--- src/bip39_pkg.sv ---
// Package for the BIP-39 word index generator: SHA-256 constants and helpers.
// Used by bip39_sha_core and bip39_mnemonic_index_generator_core.
package bip39_pkg;

    localparam int unsigned MAX_ENTROPY_BYTES = 32;
    localparam int unsigned MAX_WORDS         = 24;
    localparam logic [2:0]  SIZE_CODE_TOP     = 3'd4;

    typedef logic [31:0] t_word;

    localparam t_word ROUND_K [64] = '{
        32'h428A2F98, 32'h71374491, 32'hB5C0FBCF, 32'hE9B5DBA5,
        32'h3956C25B, 32'h59F111F1, 32'h923F82A4, 32'hAB1C5ED5,
        32'hD807AA98, 32'h12835B01, 32'h243185BE, 32'h550C7DC3,
        32'h72BE5D74, 32'h80DEB1FE, 32'h9BDC06A7, 32'hC19BF174,
        32'hE49B69C1, 32'hEFBE4786, 32'h0FC19DC6, 32'h240CA1CC,
        32'h2DE92C6F, 32'h4A7484AA, 32'h5CB0A9DC, 32'h76F988DA,
        32'h983E5152, 32'hA831C66D, 32'hB00327C8, 32'hBF597FC7,
        32'hC6E00BF3, 32'hD5A79147, 32'h06CA6351, 32'h14292967,
        32'h27B70A85, 32'h2E1B2138, 32'h4D2C6DFC, 32'h53380D13,
        32'h650A7354, 32'h766A0ABB, 32'h81C2C92E, 32'h92722C85,
        32'hA2BFE8A1, 32'hA81A664B, 32'hC24B8B70, 32'hC76C51A3,
        32'hD192E819, 32'hD6990624, 32'hF40E3585, 32'h106AA070,
        32'h19A4C116, 32'h1E376C08, 32'h2748774C, 32'h34B0BCB5,
        32'h391C0CB3, 32'h4ED8AA4A, 32'h5B9CCA4F, 32'h682E6FF3,
        32'h748F82EE, 32'h78A5636F, 32'h84C87814, 32'h8CC70208,
        32'h90BEFFFA, 32'hA4506CEB, 32'hBEF9A3F7, 32'hC67178F2
    };

    localparam t_word INIT_H [8] = '{
        32'h6A09E667, 32'hBB67AE85, 32'h3C6EF372, 32'hA54FF53A,
        32'h510E527F, 32'h9B05688C, 32'h1F83D9AB, 32'h5BE0CD19
    };

    localparam logic [7:0] PAD_BYTE = 8'h80;

    function automatic t_word rotr(input t_word x, input int unsigned n);
        rotr = (x >> n) | (x << (32 - n));
    endfunction

    // words for size codes 0 to 4: 12, 15, 18, 21, 24
    function automatic logic [4:0] word_count(input logic [2:0] code);
        word_count = 5'(5'd12 + 5'(code) * 5'd3);
    endfunction

endpackage

--- src/bip39_mnemonic_index_generator_core.sv ---
// BIP-39 entropy to mnemonic word indices: top level.
// Depends on bip39_pkg and bip39_sha_core.
//
// channel   | valid          | stall          | payload
// entropy   | i_in_valid     | o_in_stall     | i_entropy_byte
// words     | o_out_valid    | i_out_stall    | o_word_index, o_word_position, o_last_word
// config    | i_cfg_wr_en    | -              | i_cfg_wr_data
//
// Bytes load one per cycle while the input is not stalled. After the last byte
// come a start pulse, the SHA-256 rounds in bip39_sha_core, a finish state and
// a checksum load; then one word is emitted per cycle while the output is not stalled.
// Input is stalled from the last byte until the final word is taken.
// Reset is synchronous, active low; it clears the size code, byte count and sequencer.
module bip39_mnemonic_index_generator_core (
    input  logic        i_clk,
    input  logic        i_rst_n,
    input  logic        i_cfg_wr_en,
    input  logic [2:0]  i_cfg_wr_data,
    input  logic        i_in_valid,
    output logic        o_in_stall,
    input  logic [7:0]  i_entropy_byte,
    output logic        o_out_valid,
    input  logic        i_out_stall,
    output logic [10:0] o_word_index,
    output logic [4:0]  o_word_position,
    output logic        o_last_word
);

    typedef enum logic [1:0] {S_LOAD, S_HASH, S_EMIT} t_state;

    t_state       r_state;
    logic [2:0]   r_code;
    logic [7:0]   r_store [32];
    logic [5:0]   r_loaded;
    logic [7:0]   r_csum;
    logic [4:0]   r_emit;
    logic [8:0]   r_bit;
    logic         r_start;
    logic         r_out_valid;
    logic [10:0]  r_word;
    logic [4:0]   r_pos;
    logic         r_last;

    logic [5:0]   n_bytes;
    logic [4:0]   n_words;
    logic [8:0]   n_ebits;
    logic         in_acc, out_acc, sha_done;
    bip39_pkg::t_word blk [16];
    bip39_pkg::t_word digest0;
    logic [10:0]  n_word;

    always_comb begin
        logic [2:0] c;
        c       = (r_code > bip39_pkg::SIZE_CODE_TOP) ? bip39_pkg::SIZE_CODE_TOP : r_code;
        n_bytes = 6'(6'd16 + {1'b0, c, 2'b00});
        n_words = bip39_pkg::word_count(c);
        n_ebits = {n_bytes, 3'b000};
    end

    // padded block built from the stored bytes
    always_comb begin
        logic [7:0] b;
        for (int i = 0; i < 64; i++) begin
            if (6'(i) < n_bytes)       b = r_store[i[4:0]];
            else if (6'(i) == n_bytes) b = bip39_pkg::PAD_BYTE;
            else if (i == 62)          b = {7'd0, n_ebits[8]};
            else if (i == 63)          b = n_ebits[7:0];
            else                       b = 8'd0;
            blk[i/4][31 - 8*(i%4) -: 8] = b;
        end
    end

    // 11 bits MSB-first from entropy || checksum
    always_comb begin
        logic [8:0] p;
        logic [7:0] by;
        for (int k = 0; k < 11; k++) begin
            p = 9'(r_bit + 9'(k));
            if (p < n_ebits)                 by = r_store[p[7:3]];
            else if ((p - n_ebits) < 9'd8)   by = r_csum;
            else                             by = 8'd0;
            n_word[10-k] = by[3'd7 - p[2:0]];
        end
    end

    bip39_sha_core u_sha (
        .i_clk     (i_clk),
        .i_rst_n   (i_rst_n),
        .i_start   (r_start),
        .i_block   (blk),
        .o_done    (sha_done),
        .o_digest0 (digest0)
    );

    assign in_acc  = i_in_valid && !o_in_stall;
    assign out_acc = r_out_valid && !i_out_stall;

    always_ff @(posedge i_clk) begin
        if (in_acc) r_store[r_loaded[4:0]] <= i_entropy_byte;
    end

    always_ff @(posedge i_clk) begin
        if (!i_rst_n) begin
            r_state     <= S_LOAD;
            r_code      <= '0;
            r_loaded    <= '0;
            r_start     <= 1'b0;
            r_out_valid <= 1'b0;
            r_emit      <= '0;
            r_bit       <= '0;
        end else begin
            r_start <= 1'b0;
            if (i_cfg_wr_en) begin
                r_code   <= i_cfg_wr_data;
                r_loaded <= '0;
            end
            unique case (r_state)
                S_LOAD: begin
                    if (in_acc) begin
                        if (r_loaded + 6'd1 >= n_bytes) begin
                            r_loaded <= '0;
                            r_start  <= 1'b1;
                            r_state  <= S_HASH;
                        end else begin
                            r_loaded <= r_loaded + 6'd1;
                        end
                    end
                end
                S_HASH: begin
                    if (sha_done) begin
                        r_csum  <= digest0[31:24];
                        r_emit  <= '0;
                        r_bit   <= '0;
                        r_state <= S_EMIT;
                    end
                end
                S_EMIT: begin
                    if (!r_out_valid || out_acc) begin
                        if (r_emit == n_words) begin
                            r_out_valid <= 1'b0;
                            r_state     <= S_LOAD;
                        end else begin
                            r_out_valid <= 1'b1;
                            r_word      <= n_word;
                            r_pos       <= r_emit;
                            r_last      <= (r_emit + 5'd1 == n_words);
                            r_emit      <= r_emit + 5'd1;
                            r_bit       <= r_bit + 9'd11;
                        end
                    end
                end
                default: r_state <= S_LOAD;
            endcase
        end
    end

    assign o_in_stall      = (r_state != S_LOAD);
    assign o_out_valid     = r_out_valid;
    assign o_word_index    = r_word;
    assign o_word_position = r_pos;
    assign o_last_word     = r_last;

    a_no_in_while_busy: assert property (@(posedge i_clk) disable iff (!i_rst_n)
        r_out_valid |-> o_in_stall) else $error("input open while emitting");
    a_pos_range: assert property (@(posedge i_clk) disable iff (!i_rst_n)
        r_out_valid |-> r_pos < n_words) else $error("position range");
    a_last_ends: assert property (@(posedge i_clk) disable iff (!i_rst_n)
        (out_acc && r_last) |=> !r_out_valid) else $error("word after last");

endmodule

--- src/bip39_sha_core.sv ---
// Single-block SHA-256 compression, one round per cycle.
// Depends on bip39_pkg. Takes the 16 padded message words, returns the first digest word.
module bip39_sha_core (
    input  logic                 i_clk,
    input  logic                 i_rst_n,
    input  logic                 i_start,
    input  bip39_pkg::t_word     i_block [16],
    output logic                 o_done,
    output bip39_pkg::t_word     o_digest0
);

    typedef enum logic [1:0] {S_IDLE, S_RUN, S_FIN} t_state;

    t_state            r_state;
    logic [5:0]        r_round;
    bip39_pkg::t_word  r_w [16];
    bip39_pkg::t_word  r_v [8];
    bip39_pkg::t_word  r_digest0;
    logic              r_done;

    bip39_pkg::t_word n_wnew, w, s0, s1, ch, maj, t1, t2, a15, a2, e0;

    always_comb begin
        a15    = r_w[1];
        a2     = r_w[14];
        s0     = bip39_pkg::rotr(a15, 7) ^ bip39_pkg::rotr(a15, 18) ^ (a15 >> 3);
        s1     = bip39_pkg::rotr(a2, 17) ^ bip39_pkg::rotr(a2, 19) ^ (a2 >> 10);
        n_wnew = r_w[0] + s0 + r_w[9] + s1;
        w      = r_w[0];
        e0     = r_v[4];
        t1 = r_v[7] + (bip39_pkg::rotr(e0, 6) ^ bip39_pkg::rotr(e0, 11) ^ bip39_pkg::rotr(e0, 25))
           + ((e0 & r_v[5]) ^ (~e0 & r_v[6])) + bip39_pkg::ROUND_K[r_round] + w;
        ch  = bip39_pkg::rotr(r_v[0], 2) ^ bip39_pkg::rotr(r_v[0], 13)
            ^ bip39_pkg::rotr(r_v[0], 22);
        maj = (r_v[0] & r_v[1]) ^ (r_v[0] & r_v[2]) ^ (r_v[1] & r_v[2]);
        t2  = ch + maj;
    end

    always_ff @(posedge i_clk) begin
        if (!i_rst_n) begin
            r_state <= S_IDLE;
            r_round <= '0;
            r_done  <= 1'b0;
        end else begin
            r_done <= 1'b0;
            unique case (r_state)
                S_IDLE: begin
                    if (i_start) begin
                        for (int i = 0; i < 16; i++) r_w[i] <= i_block[i];
                        for (int i = 0; i < 8; i++) r_v[i] <= bip39_pkg::INIT_H[i];
                        r_round <= '0;
                        r_state <= S_RUN;
                    end
                end
                S_RUN: begin
                    // shift window: r_w[0] is the current word
                    for (int i = 0; i < 15; i++) r_w[i] <= r_w[i+1];
                    r_w[15] <= n_wnew;
                    r_v[7] <= r_v[6]; r_v[6] <= r_v[5]; r_v[5] <= r_v[4];
                    r_v[4] <= r_v[3] + t1;
                    r_v[3] <= r_v[2]; r_v[2] <= r_v[1]; r_v[1] <= r_v[0];
                    r_v[0] <= t1 + t2;
                    r_round <= r_round + 6'd1;
                    if (r_round == 6'd63) r_state <= S_FIN;
                end
                S_FIN: begin
                    r_digest0 <= r_v[0] + bip39_pkg::INIT_H[0];
                    r_done    <= 1'b1;
                    r_state   <= S_IDLE;
                end
                default: r_state <= S_IDLE;
            endcase
        end
    end

    assign o_done    = r_done;
    assign o_digest0 = r_digest0;

    a_done_pulse: assert property (@(posedge i_clk) disable iff (!i_rst_n)
        r_done |=> !r_done) else $error("done held");
    a_start_idle: assert property (@(posedge i_clk) disable iff (!i_rst_n)
        (r_state == S_RUN && r_round == 6'd63) |=> r_state == S_FIN)
        else $error("round count");

endmodule
--- config.mk ---
export PLATFORM = sky130hd
export DESIGN_NAME = bip39_mnemonic_index_generator_core
export DESIGN_NICKNAME = d
export VERILOG_FILES = /design/src/bip39_pkg.sv /design/src/bip39_mnemonic_index_generator_core.sv /design/src/bip39_sha_core.sv
export SDC_FILE = /design/constraint.sdc
export NUM_CORES = 2
export LEC_CHECK = 0
export BUFFER_PORTS_ARGS = -buffer_cell sky130_fd_sc_hd__buf_2
export CORE_MARGIN = 1.5
export CORE_UTILIZATION = 30
export DETAILED_ROUTE_END_ITERATION = 16
export PLACE_DENSITY = 0.5
export SLEW_MARGIN = 20
export SYNTH_ARGS = -nofsm -noshare
export SYNTH_HDL_FRONTEND = slang
export SYNTH_HIERARCHICAL = 1
export SYNTH_SLANG_ARGS = --single-unit
--- constraint.sdc ---
create_clock -name i_clk -period 50.7 [get_ports i_clk]
set_clock_uncertainty 0.2 [all_clocks]
set_input_delay 5.07 -clock i_clk [delete_from_list [all_inputs] [get_ports i_clk]]
set_output_delay 5.07 -clock i_clk [all_outputs]
set_load 0.03 [all_outputs]
==> flow_metrics.py <==
metrics = {
    "final_layout": {
        "nets": 8492,
        "drive_gt1_frac": 0.187,
        "area_growth_pct": 11.0,
        "fin_cells": 12076,
        "fillers": 29380,
        "final_area_um2": 97600,
    },
    "grt": {
        "grt_pass1_wl_mm": 582,
        "overflow": 0,
        "grtUsageTotal": 0.282,
        "grt_pass1_vias": 68497,
        "grt_max_degree": 160,
        "antenna_found_initial": 46,
    },
    "critical_path": {
        "cp_max_fo": 79,
        "required_ns": 51.06,
        "r2r_cells": 30,
        "path_class": "in2reg",
        "crit_path_end_kind": "register",
        "startpoint_type": "input pin",
        "arrival_ns": 9.42,
    },
    "synth": {
        "syn_avg_cell_area_um2": 10.7,
        "ys_warn_count": 6,
        "syn-cell-area_um2": 87900,
        "syn_inst": 8222,
    },
    "power_and_ir_drop": {
        "p_leak_nw": 35.4,
        "p_per_area_nw_per_um2": 25.6,
        "total_power_mw": 2.50,
        "peakVddDrop_mv": 0.0291,
    },
    "timing": {
        "slew_viol_final": 0,
        "rsz0062_at_grt": "no",
        "worst_slew_pin_slew_ns": 1.35,
        "post-route-period-util": 0.179,
        "finalSetupTns_ns": 0,
        "post-route-min-period_ns": 9.06,
        "finalHoldViolCount": 0,
        "max_freq_ghz": 0.110,
        "setup_viol": 0,
        "max_slew_margin": 0.0898,
    },
    "die": {
        "num_rows": 198,
        "die_h_um": 544,
        "die_x_um": 544,
        "die-area_um2": 296000,
        "io_pins": 35,
        "core_um2": 291000,
        "initial_utilization": 0.302,
    },
    "placed_design": {
        "gp_congestion": 1.01,
        "dp_cells": 11803,
        "post_dp_cell_area_um2": 93100,
        "place_hpwl_mm": 305,
        "placement.io_buffers": 34,
    },
    "cts": {
        "cts_buffers": 142,
        "clk_pin_slew_ns": 0.06,
        "cts_sinks": 1098,
        "cts_buffer_depth": 4,
        "tritoncts": "yes",
        "h-tree-depth": 4,
        "clk_latency_ns": 0.83,
        "cts-hold-fix-buffers": 0,
        "root_buffer": "clkbuf_16",
        "post_cts_resized": 0,
        "cts_setup_buffers": 0,
    },
    "detailed_routing": {
        "dr.pass1.iters": 6,
        "drt-initial-drc-count": 11061,
        "drt-vias-per-instance": 6.02,
        "wl_per_cell_um": 35.4,
        "ant_nets": 0,
        "via_count": 72639,
        "drc": 0,
        "routed_wl_mm": 427,
    },
    "worst_hold_path": {
        "hold_class": "reg2reg",
        "hold_depth": 0,
    },
    "status": {
        "status": "completed",
    },
    "run": {
        "maxCapViolCount": 0,
    },
}
==> flip-flops by register name, summed over array words and instances (netlist names), 8 cells and up, named ones only <==
signal / count
u_sha/r_w: 512
r_store: 256
u_sha/r_v: 256
o_word_index: 11
r_bit: 9
r_csum: 8
u_sha/o_digest0: 8
==> final cells by class <==
type | instances | area (um^2) | area share
inverters | 413 | 1550 | 0.0159
clock inverters | 69 | 651 | 0.00666
well taps | 3900 | 4880 | 0.0500
repair buffers | 337 | 2550 | 0.0261
multi-input cells | 6055 | 51600 | 0.528
diodes | 25 | 62.6 | 0.000641
clock buffers | 179 | 3790 | 0.0389
flip-flops and latches | 1098 | 32600 | 0.334
==> layout by cell type (no fill, tap or decap), drive strengths merged, types with 41 or more instances in the layout <==
master / count
nand2: 1550
edfxtp: 1057
mux4: 660
inv: 410
buf: 337
xnor2: 299
nor2: 295
o21ai: 250
a21oi: 238
ha: 230
fa: 199
and3: 190
mux2: 186
nand3: 185
clkbuf: 179
mux2i: 168
xor2: 159
conb: 155
nand2b: 143
and2: 141
nor2b: 116
nor3: 99
a21o: 80
a211oi: 68
a31oi: 65
clkinv: 55
o211ai: 46
a22oi: 42
dfxtp: 41
==> power by group <==
part / internal (mW) / total [mW] / switching, mW
registers: 1.00 / 1.01 / 0.0118
logic: 0.190 / 0.487 / 0.297
clock network: 0.582 / 1.00 / 0.418
total: 1.78 / 2.50 / 0.727
==> worst paths after layout <==
| kind | start | endpoint | slack, ns |
|---|---|---|---|
| max | i_rst_n | u_sha/r_w[5][45] | 41.64 |
| min | u_sha/o_digest0[27] | r_csum[3] | 0.17 |
| max reg2reg | u_sha/r_round[0] | u_sha/r_v[0][31] | 41.81 |
| min reg2reg | u_sha/o_digest0[27] | r_csum[3] | 0.17 |
==> metrics by stage <==
stage	hold slack, ns	worst slack, ns	utilization
4_1_cts	0.181	41.67	0.335
6_report	0.171	41.64	0.335
3_3_place_gp	0.210	40.93	0.319
5_1_grt	0.185	41.26	0.335
3_5_place_dp	0.212	40.82	0.320
2_1_floorplan	0.200	11.51	-
==> metal layers <==
metal,global-route usage,wire [um]
met1,0.387,176000
met2,0.402,176000
met3,0.0975,53300
met4,0.116,21200
met5,0.00146,206
==> critical path: stages <==
cell,delay (ns)
buf_2,0.47
clkinv_1,0.49
nor3_2,0.26
buf_4,0.67
buf_4,0.81
buf_4,0.87
mux2_2,0.43
Power figures use the tool's default switching activity.
